`src/design/rwsg_pkg.sv`:
```
`default_nettype none
package rwsg_pkg;

	localparam int MAX_SENDERS = 8;
	localparam int WINDOW_LEN  = 10;
	localparam int GRAY_DEPTH  = 16;

	localparam int SLOT_W  = $clog2(MAX_SENDERS);
	localparam int TCNT_W  = $clog2(MAX_SENDERS + 1);
	localparam int WIN_W   = $clog2(WINDOW_LEN);
	localparam int CNT_W   = $clog2(WINDOW_LEN + 1);
	localparam int ADDR_W  = $clog2(MAX_SENDERS * WINDOW_LEN);
	localparam int GIDX_W  = $clog2(GRAY_DEPTH);
	localparam int GCNT_W  = $clog2(GRAY_DEPTH + 1);

	localparam int SUM_W   = 12;
	localparam int SQ_W    = 20;
	localparam int ROOT_W  = 17;
	localparam int SQRT_STEPS = 8;

	// Division by the window length: multiply by a rounded-up reciprocal, then shift.
	localparam int RECIP_SHIFT = 23;
	localparam int RECIP_W     = 20;
	localparam int RECIP       = ((1 << RECIP_SHIFT) + WINDOW_LEN - 1) / WINDOW_LEN;

	localparam logic [2:0] MODE_REG  = 3'd0;
	localparam logic [2:0] MODE_PUSH = 3'd1;
	localparam logic [2:0] MODE_POP  = 3'd2;
	localparam logic [2:0] MODE_EVAL = 3'd3;
	localparam logic [2:0] MODE_CLR  = 3'd4;

	localparam logic [2:0] ST_OK       = 3'd0;
	localparam logic [2:0] ST_UNKNOWN  = 3'd1;
	localparam logic [2:0] ST_WINEDGE  = 3'd2;
	localparam logic [2:0] ST_TFULL    = 3'd3;
	localparam logic [2:0] ST_ALREADY  = 3'd4;

	typedef struct packed {
		logic                latch_in;
		logic                exec;
		logic                emit_final;
		logic                ev_clear;
		logic                rd_eval;
		logic                acc_sum;
		logic                mean_calc;
		logic                acc_sq;
		logic                var_calc;
		logic                sqrt_step;
		logic                k_calc;
		logic                append;
		logic                emit_grp;
		logic [TCNT_W-1:0]   slot;
		logic [CNT_W-1:0]    step;
	} ctl_cmd_t;

	typedef struct packed {
		logic [2:0]             mode;
		logic                   out_free;
		logic [MAX_SENDERS-1:0] test;
		logic                   grp_new;
	} dp_sts_t;

	function automatic logic [WIN_W-1:0] win_wrap(input logic [WIN_W:0] x);
		if (x >= (WIN_W+1)'(WINDOW_LEN)) begin
			return WIN_W'(x - (WIN_W+1)'(WINDOW_LEN));
		end
		return WIN_W'(x);
	endfunction

	function automatic logic [ADDR_W-1:0] slot_base(input logic [SLOT_W-1:0] s);
		return ADDR_W'(ADDR_W'(s) * ADDR_W'(WINDOW_LEN));
	endfunction

endpackage
`default_nettype wire

```
`src/design/rwsg_ram.sv`:
```
`default_nettype none
module rwsg_ram #(
	parameter int WIDTH = 8,
	parameter int DEPTH = 80
) (
	input  wire logic                     clk,
	input  wire logic                     we,
	input  wire logic [$clog2(DEPTH)-1:0] waddr,
	input  wire logic [WIDTH-1:0]         wdata,
	input  wire logic                     re,
	input  wire logic [$clog2(DEPTH)-1:0] raddr,
	output logic      [WIDTH-1:0]         rdata
);

	logic [WIDTH-1:0] mem [DEPTH];

	always_ff @(posedge clk) begin
		if (we) begin
			mem[waddr] <= wdata;
		end
		if (re) begin
			rdata <= mem[raddr];
		end
	end

endmodule
`default_nettype wire

```
`src/design/rwsg_datapath.sv`:
```
`default_nettype none
module rwsg_datapath import rwsg_pkg::*; (
	input  wire logic              clk,
	input  wire logic              arst_n,
	input  wire ctl_cmd_t          cmd,
	output dp_sts_t                sts,
	input  wire logic [2:0]        mode,
	input  wire logic [7:0]        sender_id,
	input  wire logic signed [7:0] rssi_sample,
	input  wire logic              cfg_valid,
	input  wire logic              cfg_ready,
	input  wire logic [7:0]        cfg_data,
	output logic                   out_valid,
	input  wire logic              out_ready,
	output logic [2:0]             status,
	output logic signed [7:0]      popped_rssi,
	output logic                   window_full,
	output logic                   group_valid,
	output logic [MAX_SENDERS-1:0] group_mask,
	output logic                   gray_nonempty,
	output logic                   last
);

	logic [2:0]             mode_q;
	logic [7:0]             id_q;
	logic [7:0]             rssi_q;
	logic [MAX_SENDERS-1:0] used_q;
	logic [7:0]             sender_q [MAX_SENDERS];
	logic [CNT_W-1:0]       fill_q   [MAX_SENDERS];
	logic [WIN_W-1:0]       head_q   [MAX_SENDERS];
	logic [7:0]             spread_q;
	logic [MAX_SENDERS-1:0] gray_q   [GRAY_DEPTH];
	logic [GCNT_W-1:0]      gray_cnt_q;

	logic [2:0]             res_status_q;
	logic                   res_full_q;
	logic                   res_pop_q;
	logic [MAX_SENDERS-1:0] res_mask_q;

	logic signed [SUM_W-1:0] sum_q;
	logic [SQ_W-1:0]         sq_q;
	logic signed [7:0]       mean_q;
	logic [ROOT_W-1:0]       rem_q;
	logic [ROOT_W-1:0]       root_q;
	logic signed [7:0]       mean_arr_q [MAX_SENDERS];
	logic signed [13:0]      lo_q       [MAX_SENDERS];
	logic signed [13:0]      hi_q       [MAX_SENDERS];

	logic                    hit_any, free_any;
	logic [SLOT_W-1:0]       hit_idx, free_idx;
	logic [CNT_W-1:0]        hit_fill;
	logic [WIN_W-1:0]        hit_head;
	logic                    push_ok, pop_ok;
	logic [2:0]              st_c;
	logic                    full_c;

	logic                    ram_we, ram_re;
	logic [ADDR_W-1:0]       ram_waddr, ram_raddr;
	logic [7:0]              ram_rdata;
	logic [SLOT_W-1:0]       ev_slot;

	logic [SUM_W-1:0]            sum_abs;
	logic [SUM_W+RECIP_W-1:0]    mean_prod;
	logic [7:0]                  mean_mag;
	logic signed [8:0]           diff;
	logic [7:0]                  diff_abs;
	logic [15:0]                 diff_sq;
	logic [SQ_W+RECIP_W-1:0]     var_prod;
	logic [ROOT_W-1:0]           sq_bit, sq_trial;
	logic [15:0]                 k_prod;
	logic [11:0]                 k_val;

	logic [MAX_SENDERS-1:0]  test_c, match_c, gmask_c;
	logic                    dup_c;

	assign ev_slot = cmd.slot[SLOT_W-1:0];

	always_ff @(posedge clk) begin
		if (cmd.latch_in) begin
			mode_q <= mode;
			id_q   <= sender_id;
			rssi_q <= rssi_sample;
		end
	end

	// Sender lookup and lowest free slot; scan downward so the lowest index wins.
	always_comb begin
		hit_any  = 1'b0;
		hit_idx  = '0;
		free_any = 1'b0;
		free_idx = '0;
		for (int s = MAX_SENDERS - 1; s >= 0; s--) begin
			if (used_q[s] && sender_q[s] == id_q) begin
				hit_any = 1'b1;
				hit_idx = SLOT_W'(s);
			end
			if (!used_q[s]) begin
				free_any = 1'b1;
				free_idx = SLOT_W'(s);
			end
		end
	end

	assign hit_fill = fill_q[hit_idx];
	assign hit_head = head_q[hit_idx];
	assign push_ok  = cmd.exec && mode_q == MODE_PUSH && hit_any
		&& hit_fill != CNT_W'(WINDOW_LEN);
	assign pop_ok   = cmd.exec && mode_q == MODE_POP && hit_any && hit_fill != '0;

	always_comb begin
		st_c   = ST_OK;
		full_c = 1'b0;
		case (mode_q)
			MODE_REG: begin
				if (hit_any) begin
					st_c = ST_ALREADY;
				end else if (!free_any) begin
					st_c = ST_TFULL;
				end
			end
			MODE_PUSH: begin
				if (!hit_any) begin
					st_c = ST_UNKNOWN;
				end else if (hit_fill == CNT_W'(WINDOW_LEN)) begin
					st_c   = ST_WINEDGE;
					full_c = 1'b1;
				end else begin
					full_c = (hit_fill + CNT_W'(1)) == CNT_W'(WINDOW_LEN);
				end
			end
			MODE_POP: begin
				if (!hit_any) begin
					st_c = ST_UNKNOWN;
				end else if (hit_fill == '0) begin
					st_c = ST_WINEDGE;
				end
			end
			default: begin
				st_c = ST_OK;
			end
		endcase
	end

	assign ram_we    = push_ok;
	assign ram_waddr = slot_base(hit_idx)
		+ ADDR_W'(win_wrap((WIN_W+1)'(hit_head) + (WIN_W+1)'(hit_fill)));
	assign ram_re    = pop_ok || cmd.rd_eval;
	assign ram_raddr = cmd.rd_eval
		? slot_base(ev_slot)
			+ ADDR_W'(win_wrap((WIN_W+1)'(head_q[ev_slot]) + (WIN_W+1)'(cmd.step)))
		: slot_base(hit_idx) + ADDR_W'(hit_head);

	rwsg_ram #(
		.WIDTH(8),
		.DEPTH(MAX_SENDERS * WINDOW_LEN)
	) u_samples (
		.clk   (clk),
		.we    (ram_we),
		.waddr (ram_waddr),
		.wdata (rssi_q),
		.re    (ram_re),
		.raddr (ram_raddr),
		.rdata (ram_rdata)
	);

	// Window statistics arithmetic
	always_comb begin
		sum_abs   = sum_q[SUM_W-1] ? SUM_W'(-sum_q) : SUM_W'(sum_q);
		mean_prod = (SUM_W+RECIP_W)'(sum_abs) * (SUM_W+RECIP_W)'(RECIP);
		mean_mag  = mean_prod[RECIP_SHIFT +: 8];
		diff      = $signed({ram_rdata[7], ram_rdata}) - $signed({mean_q[7], mean_q});
		diff_abs  = diff[8] ? 8'(-diff) : 8'(diff);
		diff_sq   = 16'(diff_abs) * 16'(diff_abs);
		var_prod  = (SQ_W+RECIP_W)'(sq_q) * (SQ_W+RECIP_W)'(RECIP);
		sq_bit    = ROOT_W'(1) << (5'd14 - {1'b0, cmd.step[2:0], 1'b0});
		sq_trial  = root_q + sq_bit;
		k_prod    = 16'(spread_q) * 16'(root_q[7:0]);
		k_val     = k_prod[15:4];
	end

	always_ff @(posedge clk) begin
		if (cmd.ev_clear) begin
			sum_q <= '0;
			sq_q  <= '0;
		end
		if (cmd.acc_sum) begin
			sum_q <= sum_q + $signed({{(SUM_W-8){ram_rdata[7]}}, ram_rdata});
		end
		if (cmd.mean_calc) begin
			mean_q <= sum_q[SUM_W-1] ? $signed(8'(-mean_mag)) : $signed(mean_mag);
		end
		if (cmd.acc_sq) begin
			sq_q <= sq_q + SQ_W'(diff_sq);
		end
		if (cmd.var_calc) begin
			rem_q  <= ROOT_W'(var_prod >> RECIP_SHIFT);
			root_q <= '0;
		end
		if (cmd.sqrt_step) begin
			if (rem_q >= sq_trial) begin
				rem_q  <= rem_q - sq_trial;
				root_q <= (root_q >> 1) + sq_bit;
			end else begin
				root_q <= root_q >> 1;
			end
		end
		if (cmd.k_calc) begin
			mean_arr_q[ev_slot] <= mean_q;
			lo_q[ev_slot] <= 14'(mean_q) - $signed({2'b00, k_val});
			hi_q[ev_slot] <= 14'(mean_q) + $signed({2'b00, k_val});
		end
	end

	// Similarity test of the slot under evaluation against all other slots with a full window
	always_comb begin
		for (int u = 0; u < MAX_SENDERS; u++) begin
			test_c[u]  = used_q[u] && fill_q[u] == CNT_W'(WINDOW_LEN);
		end
		for (int u = 0; u < MAX_SENDERS; u++) begin
			match_c[u] = SLOT_W'(u) != ev_slot && test_c[u]
				&& 14'(mean_arr_q[u]) > lo_q[ev_slot]
				&& 14'(mean_arr_q[u]) < hi_q[ev_slot];
		end
		gmask_c = match_c | (MAX_SENDERS'(1) << ev_slot);
		dup_c   = 1'b0;
		for (int g = 0; g < GRAY_DEPTH; g++) begin
			if (GCNT_W'(g) < gray_cnt_q && gray_q[g] == gmask_c) begin
				dup_c = 1'b1;
			end
		end
	end

	assign sts.mode     = mode_q;
	assign sts.out_free = !out_valid || out_ready;
	assign sts.test     = test_c;
	assign sts.grp_new  = test_c[ev_slot] && (|match_c) && !dup_c
		&& gray_cnt_q < GCNT_W'(GRAY_DEPTH);

	always_ff @(posedge clk or negedge arst_n) begin
		if (!arst_n) begin
			used_q     <= '0;
			fill_q     <= '{default: '0};
			head_q     <= '{default: '0};
			spread_q   <= 8'd16;
			gray_cnt_q <= '0;
			out_valid  <= 1'b0;
		end else begin
			if (cfg_valid && cfg_ready) begin
				spread_q <= cfg_data;
			end
			if (cmd.exec) begin
				case (mode_q)
					MODE_REG: begin
						if (!hit_any && free_any) begin
							used_q[free_idx] <= 1'b1;
							fill_q[free_idx] <= '0;
							head_q[free_idx] <= '0;
						end
					end
					MODE_PUSH: begin
						if (push_ok) begin
							fill_q[hit_idx] <= hit_fill + CNT_W'(1);
						end
					end
					MODE_POP: begin
						if (pop_ok) begin
							fill_q[hit_idx] <= hit_fill - CNT_W'(1);
							head_q[hit_idx] <= win_wrap((WIN_W+1)'(hit_head) + (WIN_W+1)'(1));
						end
					end
					MODE_CLR: begin
						gray_cnt_q <= '0;
					end
					default: begin
					end
				endcase
			end
			if (cmd.append) begin
				gray_cnt_q <= gray_cnt_q + GCNT_W'(1);
			end
			if (cmd.emit_final || cmd.emit_grp) begin
				out_valid <= 1'b1;
			end else if (out_ready) begin
				out_valid <= 1'b0;
			end
		end
	end

	always_ff @(posedge clk) begin
		if (cmd.exec) begin
			res_status_q <= st_c;
			res_full_q   <= full_c;
			res_pop_q    <= pop_ok;
			if (mode_q == MODE_REG && !hit_any && free_any) begin
				sender_q[free_idx] <= id_q;
			end
		end
		if (cmd.append) begin
			gray_q[gray_cnt_q[GIDX_W-1:0]] <= gmask_c;
			res_mask_q <= gmask_c;
		end
		if (cmd.emit_final) begin
			status        <= res_status_q;
			popped_rssi   <= res_pop_q ? $signed(ram_rdata) : 8'sd0;
			window_full   <= res_full_q;
			group_valid   <= 1'b0;
			group_mask    <= '0;
			gray_nonempty <= gray_cnt_q != '0;
			last          <= 1'b1;
		end else if (cmd.emit_grp) begin
			status        <= ST_OK;
			popped_rssi   <= 8'sd0;
			window_full   <= 1'b0;
			group_valid   <= 1'b1;
			group_mask    <= res_mask_q;
			gray_nonempty <= 1'b0;
			last          <= 1'b0;
		end
	end

endmodule
`default_nettype wire

```
`src/design/rwsg_ctrl.sv`:
```
`default_nettype none
module rwsg_ctrl import rwsg_pkg::*; (
	input  wire logic    clk,
	input  wire logic    arst_n,
	input  wire logic    in_valid,
	output logic         in_ready,
	input  wire dp_sts_t sts,
	output ctl_cmd_t     cmd
);

	typedef enum logic [11:0] {
		S_IDLE    = 12'b000000000001,
		S_DECODE  = 12'b000000000010,
		S_EMIT    = 12'b000000000100,
		S_EV_NEXT = 12'b000000001000,
		S_SUM     = 12'b000000010000,
		S_MEAN    = 12'b000000100000,
		S_SQ      = 12'b000001000000,
		S_VAR     = 12'b000010000000,
		S_SQRT    = 12'b000100000000,
		S_KCALC   = 12'b001000000000,
		S_CMP     = 12'b010000000000,
		S_GEMIT   = 12'b100000000000
	} state_t;

	state_t            state_q, state_d;
	logic [TCNT_W-1:0] t_q, t_d;
	logic [CNT_W-1:0]  j_q, j_d;

	assign in_ready = state_q == S_IDLE;

	always_comb begin
		state_d = state_q;
		t_d     = t_q;
		j_d     = j_q;
		cmd     = '0;
		cmd.slot = t_q;
		cmd.step = j_q;
		unique case (state_q)
			S_IDLE: begin
				if (in_valid) begin
					cmd.latch_in = 1'b1;
					state_d      = S_DECODE;
				end
			end
			S_DECODE: begin
				cmd.exec = 1'b1;
				if (sts.mode == MODE_EVAL) begin
					t_d     = '0;
					state_d = S_EV_NEXT;
				end else begin
					state_d = S_EMIT;
				end
			end
			S_EMIT: begin
				if (sts.out_free) begin
					cmd.emit_final = 1'b1;
					state_d        = S_IDLE;
				end
			end
			S_EV_NEXT: begin
				if (t_q == TCNT_W'(MAX_SENDERS)) begin
					t_d     = '0;
					state_d = S_CMP;
				end else if (sts.test[t_q[SLOT_W-1:0]]) begin
					cmd.ev_clear = 1'b1;
					j_d          = '0;
					state_d      = S_SUM;
				end else begin
					t_d = t_q + TCNT_W'(1);
				end
			end
			S_SUM, S_SQ: begin
				cmd.rd_eval = j_q != CNT_W'(WINDOW_LEN);
				if (state_q == S_SUM) begin
					cmd.acc_sum = j_q != '0;
				end else begin
					cmd.acc_sq = j_q != '0;
				end
				if (j_q == CNT_W'(WINDOW_LEN)) begin
					j_d     = '0;
					state_d = (state_q == S_SUM) ? S_MEAN : S_VAR;
				end else begin
					j_d = j_q + CNT_W'(1);
				end
			end
			S_MEAN: begin
				cmd.mean_calc = 1'b1;
				state_d       = S_SQ;
			end
			S_VAR: begin
				cmd.var_calc = 1'b1;
				j_d          = '0;
				state_d      = S_SQRT;
			end
			S_SQRT: begin
				cmd.sqrt_step = 1'b1;
				if (j_q == CNT_W'(SQRT_STEPS - 1)) begin
					state_d = S_KCALC;
				end else begin
					j_d = j_q + CNT_W'(1);
				end
			end
			S_KCALC: begin
				cmd.k_calc = 1'b1;
				t_d        = t_q + TCNT_W'(1);
				state_d    = S_EV_NEXT;
			end
			S_CMP: begin
				if (t_q == TCNT_W'(MAX_SENDERS)) begin
					state_d = S_EMIT;
				end else if (sts.grp_new) begin
					cmd.append = 1'b1;
					state_d    = S_GEMIT;
				end else begin
					t_d = t_q + TCNT_W'(1);
				end
			end
			S_GEMIT: begin
				if (sts.out_free) begin
					cmd.emit_grp = 1'b1;
					t_d          = t_q + TCNT_W'(1);
					state_d      = S_CMP;
				end
			end
			default: begin
				state_d = S_IDLE;
			end
		endcase
	end

	always_ff @(posedge clk or negedge arst_n) begin
		if (!arst_n) begin
			state_q <= S_IDLE;
			t_q     <= '0;
			j_q     <= '0;
		end else begin
			state_q <= state_d;
			t_q     <= t_d;
			j_q     <= j_d;
		end
	end

endmodule
`default_nettype wire

```
`src/design/rssi_window_similarity_grouper.sv`:
```
// Channel  | Signals                                   | Direction
// ---------+-------------------------------------------+----------
// in       | in_valid, in_ready, mode, sender_id,      | inbound
//          | rssi_sample                               |
// out      | out_valid, out_ready, status, popped_rssi,| outbound
//          | window_full, group_valid, group_mask,     |
//          | gray_nonempty, last                       |
// cfg      | cfg_valid, cfg_ready, cfg_data            | inbound
//
// Register, push, pop, clear: each transaction passes through accept, decode/execute and emit.
// Evaluate: per full window a sum pass over the sample RAM read port, the mean, a
//   squared-deviation pass, the variance, 8 root steps and the spread bounds; then a
//   comparison scan emits one result per new group before the final result.
// Reset (arst_n low) empties the sender table and gray list and sets spread_factor to 1.0.
// A stalled output holds the controller in its emit states; no new input is taken until
//   the last result of the current transaction is registered.
`default_nettype none
module rssi_window_similarity_grouper import rwsg_pkg::*; (
	input  wire logic              clk,
	input  wire logic              arst_n,
	input  wire logic              in_valid,
	output logic                   in_ready,
	input  wire logic [2:0]        mode,
	input  wire logic [7:0]        sender_id,
	input  wire logic signed [7:0] rssi_sample,
	input  wire logic              cfg_valid,
	output logic                   cfg_ready,
	input  wire logic [7:0]        cfg_data,
	output logic                   out_valid,
	input  wire logic              out_ready,
	output logic [2:0]             status,
	output logic signed [7:0]      popped_rssi,
	output logic                   window_full,
	output logic                   group_valid,
	output logic [7:0]             group_mask,
	output logic                   gray_nonempty,
	output logic                   last
);

	ctl_cmd_t cmd;
	dp_sts_t  sts;

	// The spread factor register takes a write in any cycle.
	assign cfg_ready = 1'b1;

	rwsg_ctrl u_ctrl (
		.clk      (clk),
		.arst_n   (arst_n),
		.in_valid (in_valid),
		.in_ready (in_ready),
		.sts      (sts),
		.cmd      (cmd)
	);

	rwsg_datapath u_dp (
		.clk           (clk),
		.arst_n        (arst_n),
		.cmd           (cmd),
		.sts           (sts),
		.mode          (mode),
		.sender_id     (sender_id),
		.rssi_sample   (rssi_sample),
		.cfg_valid     (cfg_valid),
		.cfg_ready     (cfg_ready),
		.cfg_data      (cfg_data),
		.out_valid     (out_valid),
		.out_ready     (out_ready),
		.status        (status),
		.popped_rssi   (popped_rssi),
		.window_full   (window_full),
		.group_valid   (group_valid),
		.group_mask    (group_mask),
		.gray_nonempty (gray_nonempty),
		.last          (last)
	);

endmodule
`default_nettype wire

```
`config.mk`:
```
export PLATFORM = sky130hd
export DESIGN_NAME = rssi_window_similarity_grouper
export DESIGN_NICKNAME = d
export VERILOG_FILES = /design/src/design/rwsg_pkg.sv /design/src/design/rwsg_ram.sv /design/src/design/rwsg_datapath.sv /design/src/design/rwsg_ctrl.sv /design/src/design/rssi_window_similarity_grouper.sv
export SDC_FILE = /design/constraint.sdc
export NUM_CORES = 2
export LEC_CHECK = 0
export BUFFER_PORTS_ARGS = -buffer_cell sky130_fd_sc_hd__buf_2
export CAP_MARGIN = 20
export CORE_MARGIN = 1
export CORE_UTILIZATION = 50
export CTS_BUF_LIST = sky130_fd_sc_hd__clkbuf_2
export DETAILED_ROUTE_END_ITERATION = 8
export PLACE_DENSITY = 0.62
export SETUP_SLACK_MARGIN = 0.1
export SYNTH_ARGS = -nofsm -noshare
export SYNTH_HDL_FRONTEND = slang
export SYNTH_SLANG_ARGS = --single-unit
```
`constraint.sdc`:
```
create_clock -name clk -period 8.7 [get_ports clk]
set_input_delay 1.305 -clock clk [delete_from_list [all_inputs] [get_ports clk]]
set_output_delay 1.305 -clock clk [all_outputs]
set_load 0.02 [all_outputs]
```
== Word level (Yosys, flattened, before mapping) ==
Memories as Yosys holds them, arrays and structs flattened. A register that Yosys moved wholly into a read port is not among the register bits.
Index checks and enable logic that the tools add are counted.

* Equality and inequality tests: 79
* Shift operators: 2
* Reductions and logical operators: 104
* Mux-type cells: 178
* Magnitude comparators: 45
* Bitwise logic cells: 8
* Add/sub/neg operators: 26
* Multiply operators: 6

{| class="wikitable"
|+ Operator list
! cell !! number
|-
| $eq A8 B8 Y1 || 24
|-
| $mux W32 || 5
|-
| $mux W12 || 12
|-
| $pmux W12 S11 || 1
|-
| $gt A8 B14 Y1 || 8
|-
| $lt A8 B14 Y1 || 8
|-
| $mux W4 || 28
|-
| $mux W17 || 6
|-
| $bwmux W32 || 3
|-
| $pmux W32 S3 || 1
|-
| $mux W1 || 74
|-
| $logic_and A1 B1 Y1 || 71
|-
| $and A32 B32 Y32 || 2
|-
| $pmux W32 S2 || 1
|-
| $mux W3 || 21
|-
| $eq A4 B4 Y1 const B || 12
|-
| $mux W8 || 6
|-
| $lt A4 B5 Y1 const A || 8
|-
| $mul A20 B20 Y40 const B || 1
|-
| $mux W20 || 2
|-
| $bmux W4 S3 || 3
|-
| $mul A8 B8 Y16 || 2
|-
| $not A32 Y32 || 1
|-
| $mul A12 B20 Y31 const B || 1
|-
| other kinds (83) || 147
|}

* Flip-flop bits (word level): 235
* Word-level logic and storage cells: 496
* Memories: 6
* Output and inout port bits: 26
* Bits in writable memories: 1,120

{| class="wikitable"
|+ Memory list
! memory !! depth !! bits a word !! rd ports !! clocked after memory_dff !! write ports !! line !! RTL
|-
| u_dp.u_samples.mem || 80 || 8 || 1 || 1 || 1 || rwsg_ram.sv:15 || <nowiki>logic [WIDTH-1:0] mem [DEPTH];</nowiki>
|-
| u_dp.gray_q || 16 || 8 || 16 || 0 || 1 || rwsg_datapath.sv:32 || <nowiki>logic [MAX_SENDERS-1:0] gray_q [GRAY_DEPTH];</nowiki>
|-
| u_dp.hi_q || 8 || 14 || 1 || 0 || 1 || rwsg_datapath.sv:47 || <nowiki>logic signed [13:0] hi_q [MAX_SENDERS];</nowiki>
|-
| u_dp.lo_q || 8 || 14 || 1 || 0 || 1 || rwsg_datapath.sv:46 || <nowiki>logic signed [13:0] lo_q [MAX_SENDERS];</nowiki>
|-
| u_dp.mean_arr_q || 8 || 8 || 8 || 0 || 1 || rwsg_datapath.sv:45 || <nowiki>logic signed [7:0] mean_arr_q [MAX_SENDERS];</nowiki>
|-
| u_dp.sender_q || 8 || 8 || 8 || 0 || 1 || rwsg_datapath.sv:28 || <nowiki>logic [7:0] sender_q [MAX_SENDERS];</nowiki>
|}

== Logic depth before layout (Yosys ltp) ==
* Depth after elaboration: 32
* Depth in mapped cells: 38
* Mapped depth without buffers: 38

== Cells and area by module ==
From an unflattened synthesis, not the netlist that was laid out.

* Cells, all modules: 5,957
* Area, all modules: 79,112.1 um^2

{| class="wikitable"
|+ By module, submodules not included
! module !! area each (um^2) !! instances !! cells an instance !! seq. area each (um^2)
|-
| rwsg_datapath || 52,527.9 || 1 || 4,672 || 19,690.1
|-
| rwsg_ram || 24,982.7 || 1 || 1,112 || 19,458.7
|-
| rwsg_ctrl || 1,590.3 || 1 || 171 || 501.7
|-
| rssi_window_similarity_grouper || 11.3 || 1 || 2 || 0.0
|}

== Worst setup path after synthesis ==
OpenSTA, ideal clock, no wires.

* Kind: flip-flop to flip-flop
* Start: reg u_dp.mean_q[1]
* End: reg u_dp.sq_q[18] (data pin)
* Stages on the path, launching flop included: 34
* Required time: 8,434 ps
* Setup time: 266 ps
* Period minus slack after synthesis: 7,254 ps
* Arrival time: 6,988 ps
* Path slack: 1,446 ps
* Path through: edfxtp_1 inv_1 fa_1 a21o_1 a21oi_1 o21bai_1 a21oi_1 nor2b_1 nor3_1 mux2i_1 nor2b_1 xnor2_1 or2_2 fa_1 inv_1 fa_1 ha_1 inv_1 fa_1 inv_1 ha_1 a21o_1 a21oi_1 o21ai_0 a21oi_1 o21ai_0 a21oi_1 o21ai_0 a2111oi_0 o41a_1 o21bai_1 a21oi_1 xnor2_1 nor2_1

* Longest elaborated chain between the ends: 6

{| class="wikitable"
|+ RTL lines
! element !! line !! RTL
|-
| start: declaration || rwsg_datapath.sv:42 || <nowiki>logic signed [7:0] mean_q;</nowiki>
|-
| start signal: assignment || rwsg_datapath.sv:190 || <nowiki>mean_q <= sum_q[SUM_W-1] ? $signed(8'(-mean_mag)) : $signed(mean_mag);</nowiki>
|-
| $sub A8 B8 Y9 (*) || rwsg_datapath.sv:171 || <nowiki>diff = $signed({ram_rdata[7], ram_rdata}) - $signed({mean_q[7], mean_q});</nowiki>
|-
| $neg A8 Y8 || rwsg_datapath.sv:172 || <nowiki>diff_abs = diff[8] ? 8'(-diff) : 8'(diff);</nowiki>
|-
| $mux W8 (*) || rwsg_datapath.sv:172 ||
|-
| $mul A8 B8 Y16 (*) || rwsg_datapath.sv:173 || <nowiki>diff_sq = 16'(diff_abs) * 16'(diff_abs);</nowiki>
|-
| $add A20 B16 Y20 (*) || rwsg_datapath.sv:193 || <nowiki>sq_q <= sq_q + SQ_W'(diff_sq);</nowiki>
|-
| $mux W20 (*) || rwsg_datapath.sv:192 || <nowiki>if (cmd.acc_sq) begin</nowiki>
|-
| end signal: assignment || rwsg_datapath.sv:193 ||
|-
| end: declaration || rwsg_datapath.sv:41 || <nowiki>logic [SQ_W-1:0] sq_q;</nowiki>
|}

Every way passes the cells marked *; elsewhere a longest branch is shown, timed or not.
A chain may end at the register's enable or synchronous reset.

== Worst setup path after layout ==
* Start: reg u_dp.id_q[5]
* End: mem u_dp.u_samples.mem[30][5] (enable)

* Longest elaborated chain between the ends: 19
* Elaborated cells on any way between the ends: 52
* Classes of those cells: 3 x add/sub; 1 x mul; 1 x order compare; 9 x eq/ne; 27 x mux; 1 x bitwise; 10 x reduce/logical

{| class="wikitable"
|+ RTL lines
! element !! line !! RTL
|-
| start: declaration || rwsg_datapath.sv:25 || <nowiki>logic [7:0] id_q;</nowiki>
|-
| start signal: assignment || rwsg_datapath.sv:81 || <nowiki>id_q <= sender_id;</nowiki>
|-
| $eq A8 B8 Y1 || rwsg_datapath.sv:93 || <nowiki>if (used_q[s] && sender_q[s] == id_q) begin</nowiki>
|-
| $logic_and A1 B1 Y1 || rwsg_datapath.sv:93 ||
|-
| $mux W3 (8 in series) || rwsg_datapath.sv:93 ||
|-
| $not A3 Y4 (implied by the code) || rwsg_datapath.sv:104, rwsg_datapath.sv:105 ||
|-
| $bmux W4 S3, on equally long branches || rwsg_datapath.sv:105, rwsg_datapath.sv:104 ||
|-
| $mux W4, on equally long branches (2 in series) || rwsg_datapath.sv:105, rwsg_datapath.sv:104 ||
|-
| $add A4 B4 Y5 || rwsg_datapath.sv:146 || <nowiki>+ ADDR_W'(win_wrap((WIN_W+1)'(hit_head) + (WIN_W+1)'(hit_fill)));</nowiki>
|-
| $sub A4 B4 Y4 / $ge A5 B4 Y1 (equally long branches) || rwsg_pkg.sv:65, rwsg_pkg.sv:64 ||
|-
| $mux W4 / $mux W1 (equally long branches) || rwsg_pkg.sv:64 || <nowiki>if (x >= (WIN_W+1)'(WINDOW_LEN)) begin</nowiki>
|-
| $mux W4 || rwsg_pkg.sv:67 || <nowiki>return WIN_W'(x);</nowiki>
|-
| $add A7 B4 Y7 || rwsg_datapath.sv:146 ||
|-
| end: declaration || rwsg_ram.sv:15 ||
|}

Several ways; a longest one is shown, not always the timed one. The select of a mux whose other input is x is not followed.

==> qor.csv <==
metric;value;unit
clk_skew;0.2576;ns
overall die height;400.8;µm
final wirelength;231.1;mm
Arrival @ worst endpoint;9.35;ns
most common library cells after synthesis;edfxtp_1, nand2_1, ha_1;
hpwl dp;161.3;mm
TritonCTS clock tree;done;
DR vias/cell;5.990;
mapped cell area;0.07951;mm²
largest net degree at the start of global routing;102;
Initial DRT Pass Iterations;7;
worst-case clock buffer depth;4;
Mapped Avg Cell Area;11.47;µm²
met3 WL;19.68;mm
Seq cells post-synth;1347;
CP max FO;16;
Final Wtd Congestion;0.9746;
first-pass GRT wire length;349.0;mm
core area;0.1571;mm²
Crit Path Class;reg -> reg;
layout cells sized above 1;12.13;%
area of placed instances;0.08280;mm²
total die area;0.1606;mm²
Main synth FF type;edfxtp_1;
max-cap violation count;0;
worst setup margin;0.6282;ns
Clock Latency Late Sink;1.84;ns
fillcell total;13665;
largest area contributor in the netlist;edfxtp_1;
Hold Violations, Final;0;
drt wl/cell;24.01;µm
number of flops mapped to enable cells by yosys;1214;
highest routed layer;met5;
max frequency;123.9;MHz
WHS;0.3216;ns
Worst setup SP type;flop;
largest cells by area after synthesis;edfxtp_1, ha_1, fa_1, nand2_1, dfrtp_1;
Starting Density;50.60;%
FFs w/ async S/R, synth;7.869;%
initial antenna violation count;8;
vias;57668;
sequential fraction of the synthesis area;49.87;%
Worst EP required;9.98;ns
Worst slew margin;18.17;%
count leader, synth;edfxtp_1;
Final nets;8329;
remaining antenna violation count after routing;0;
PwrDens;275.9;mW/mm²
Syn Inst Count;6934;
final worst path period need;8.072;ns
gr usage total;28.53;%
Hold Path Class;in -> reg;
final instance area;0.08639;mm²
DRC viols;0;
Distinct cells, synth;114;
number of buffer cells added on primary ports;56;
CTS root buf;clkbuf_2;
met2 wire len;107.0;mm
pre-CTS WS;0.5592;ns
Routed met1 length;95.82;mm
total power;23.84;mW
status;completed;
htree depth;5;
crit path capture type;flop;
syn nets;7940;
die width;400.8;µm
post-synth top area share;45.85;%
Max VDD drop;0.0004591;V
Syn-to-layout area delta;8.665;%
# rows;145;
CTS Buf Count;360;
slew at the pin closest to its max-slew limit;1.224;ns
Final Util;54.99;%
fin cells;9627;
IO Pins;58;
Setup TNS;0;ns
gr ovfl total;0;
Placed Instances;8972;
Clock transition at path regs;0.09;ns
YS warnings;0;
leak pwr;35.25;nW
final setup violating endpoints;0;
fin. max-slew vios;0;
buffer count from post-CTS setup fixing;0;
Sink Count;1347;
initial DRC count;5688;
vias in the first global route;57994;
RSZ-0062 raised after global routing;yes;
crit share post-route;92.78;%
critical path: stages, from the launching register on:
cell and delay [ns]:
edfxtp_1 0.83, xnor2_1 0.23, nand4_1 0.15, nor3_2 0.41
or2_0 0.32, or3_1 0.39, nor2_1 0.19, a221o_1 0.39
nor2_1 0.23, inv_1 0.16, ha_1 0.24, fa_1 0.43
xnor2_1 0.26, ha_1 0.25, nand2_1 0.06, a21boi_0 0.36
mux2i_1 0.37, ha_1 0.29, a21o_1 0.15, a21oi_1 0.36
nor2_1 0.10, xor2_1 0.18, nor2b_1 0.29, nand2_1 0.40
nor2_1 0.63
per-layer routing:
metal	track usage, %	vias up
met1	38.03	28326
met5	0	-
met4	10.96	4
met3	5.974	566
li1	-	26304
met2	45.72	2468
placed cells by master, fill, tap and decap left out, types with 36 or more instances in the layout:
cell type | synthesis | layout
edfxtp_1 | 1214 | 1214
nand2_1 | 815 | 814
ha_1 | 706 | 706
inv_1 | 573 | 573
clkbuf_2 | 0 | 509
nor2_1 | 416 | 370
a21oi_1 | 309 | 307
fa_1 | 268 | 268
xnor2_1 | 210 | 210
nand3_1 | 209 | 209
o21ai_0 | 178 | 178
buf_4 | 15 | 147
a22oi_1 | 145 | 145
dfrtp_1 | 104 | 104
nor3_1 | 107 | 99
a21o_1 | 94 | 93
a31oi_1 | 92 | 90
a211oi_1 | 80 | 80
mux2i_1 | 80 | 78
nand4_1 | 76 | 76
and2_1 | 74 | 74
and3_1 | 73 | 73
clkinv_1 | 5 | 72
xor2_1 | 61 | 61
nor2b_1 | 57 | 57
o22ai_1 | 56 | 56
buf_2 | 54 | 55
o21bai_1 | 45 | 45
dlygate4sd3_1 | 0 | 45
nor2_2 | 1 | 44
and4_1 | 41 | 41
a221oi_1 | 38 | 38
nand2b_1 | 36 | 36
final timing paths:
kind	end	slack, ns	cells past startpoint	startpoint
worst max-delay path	u_dp.u_samples.mem[30][5]$_DFFE_PP_	0.63	24	u_dp.id_q[5]$_DFFE_PP_
worst min-delay path	u_dp.mode_q[0]$_DFFE_PP_	0.32	2	mode[0]
worst max register to register	u_dp.u_samples.mem[30][5]$_DFFE_PP_	0.63	24	u_dp.id_q[5]$_DFFE_PP_
worst min register to register	u_dp.last$_SDFFE_PP1P_	0.45	1	u_dp.last$_SDFFE_PP1P_
max in group asynchronous	u_dp.used_q[3]$_DFFE_PN0P_	6.47	4	arst_n
min in group asynchronous	u_dp.fill_q[2]$_DFFE_PN0P_	0.64	3	arst_n
power breakdown:
group	switching, mW	internal, mW	total (mW)
clock	2.66	1.65	4.30
sequential	0.151	9.68	9.83
combinational	6.69	3.02	9.71
total	9.49	14.3	23.8
area by class of cell:
cell class / instances / area, µm² / share of cell area, %
flip-flops and latches: 1347 / 39650 / 45.89
well taps: 2058 / 2575 / 2.980
clock inverters: 89 / 437.9 / 0.5069
repair buffers: 261 / 2092 / 2.421
inverters: 581 / 2181 / 2.524
clock buffers: 509 / 2547 / 2.949
diodes: 10 / 25.02 / 0.02896
multi-input cells: 4772 / 36890 / 42.69
kinds of logic after synthesis:
family / Yosys count / share of synthesized area (%)
fa+ha+maj: 974 / 17.86
flops: 1347 / 49.87
mux: 95 / 1.220
compound gates: 1351 / 11.49
buf+inv: 815 / 4.079
simple gates: 2080 / 12.49
other cells: 1 / 0.004717
xor+xnor: 271 / 2.985
registers in the layout, summed over array words and instances (netlist names), 12 cells and up:
register / count
u_ctrl.state_q: 12
u_dp.fill_q: 32
u_dp.gray_q: 120
u_dp.head_q: 32
u_dp.hi_q: 112
u_dp.lo_q: 104
u_dp.mean_arr_q: 64
u_dp.rem_q: 17
u_dp.root_q: 17
u_dp.sender_q: 64
u_dp.sq_q: 20
u_dp.sum_q: 12
u_dp.u_samples.mem: 640
timing repair:
action,CTS,global route
resized for setup,0,43
hold buffers,45,0
hold endpoints to repair,84,0
endpoints found under the setup margin,0,305
No activity file was read; power rests on OpenSTA's default activity.
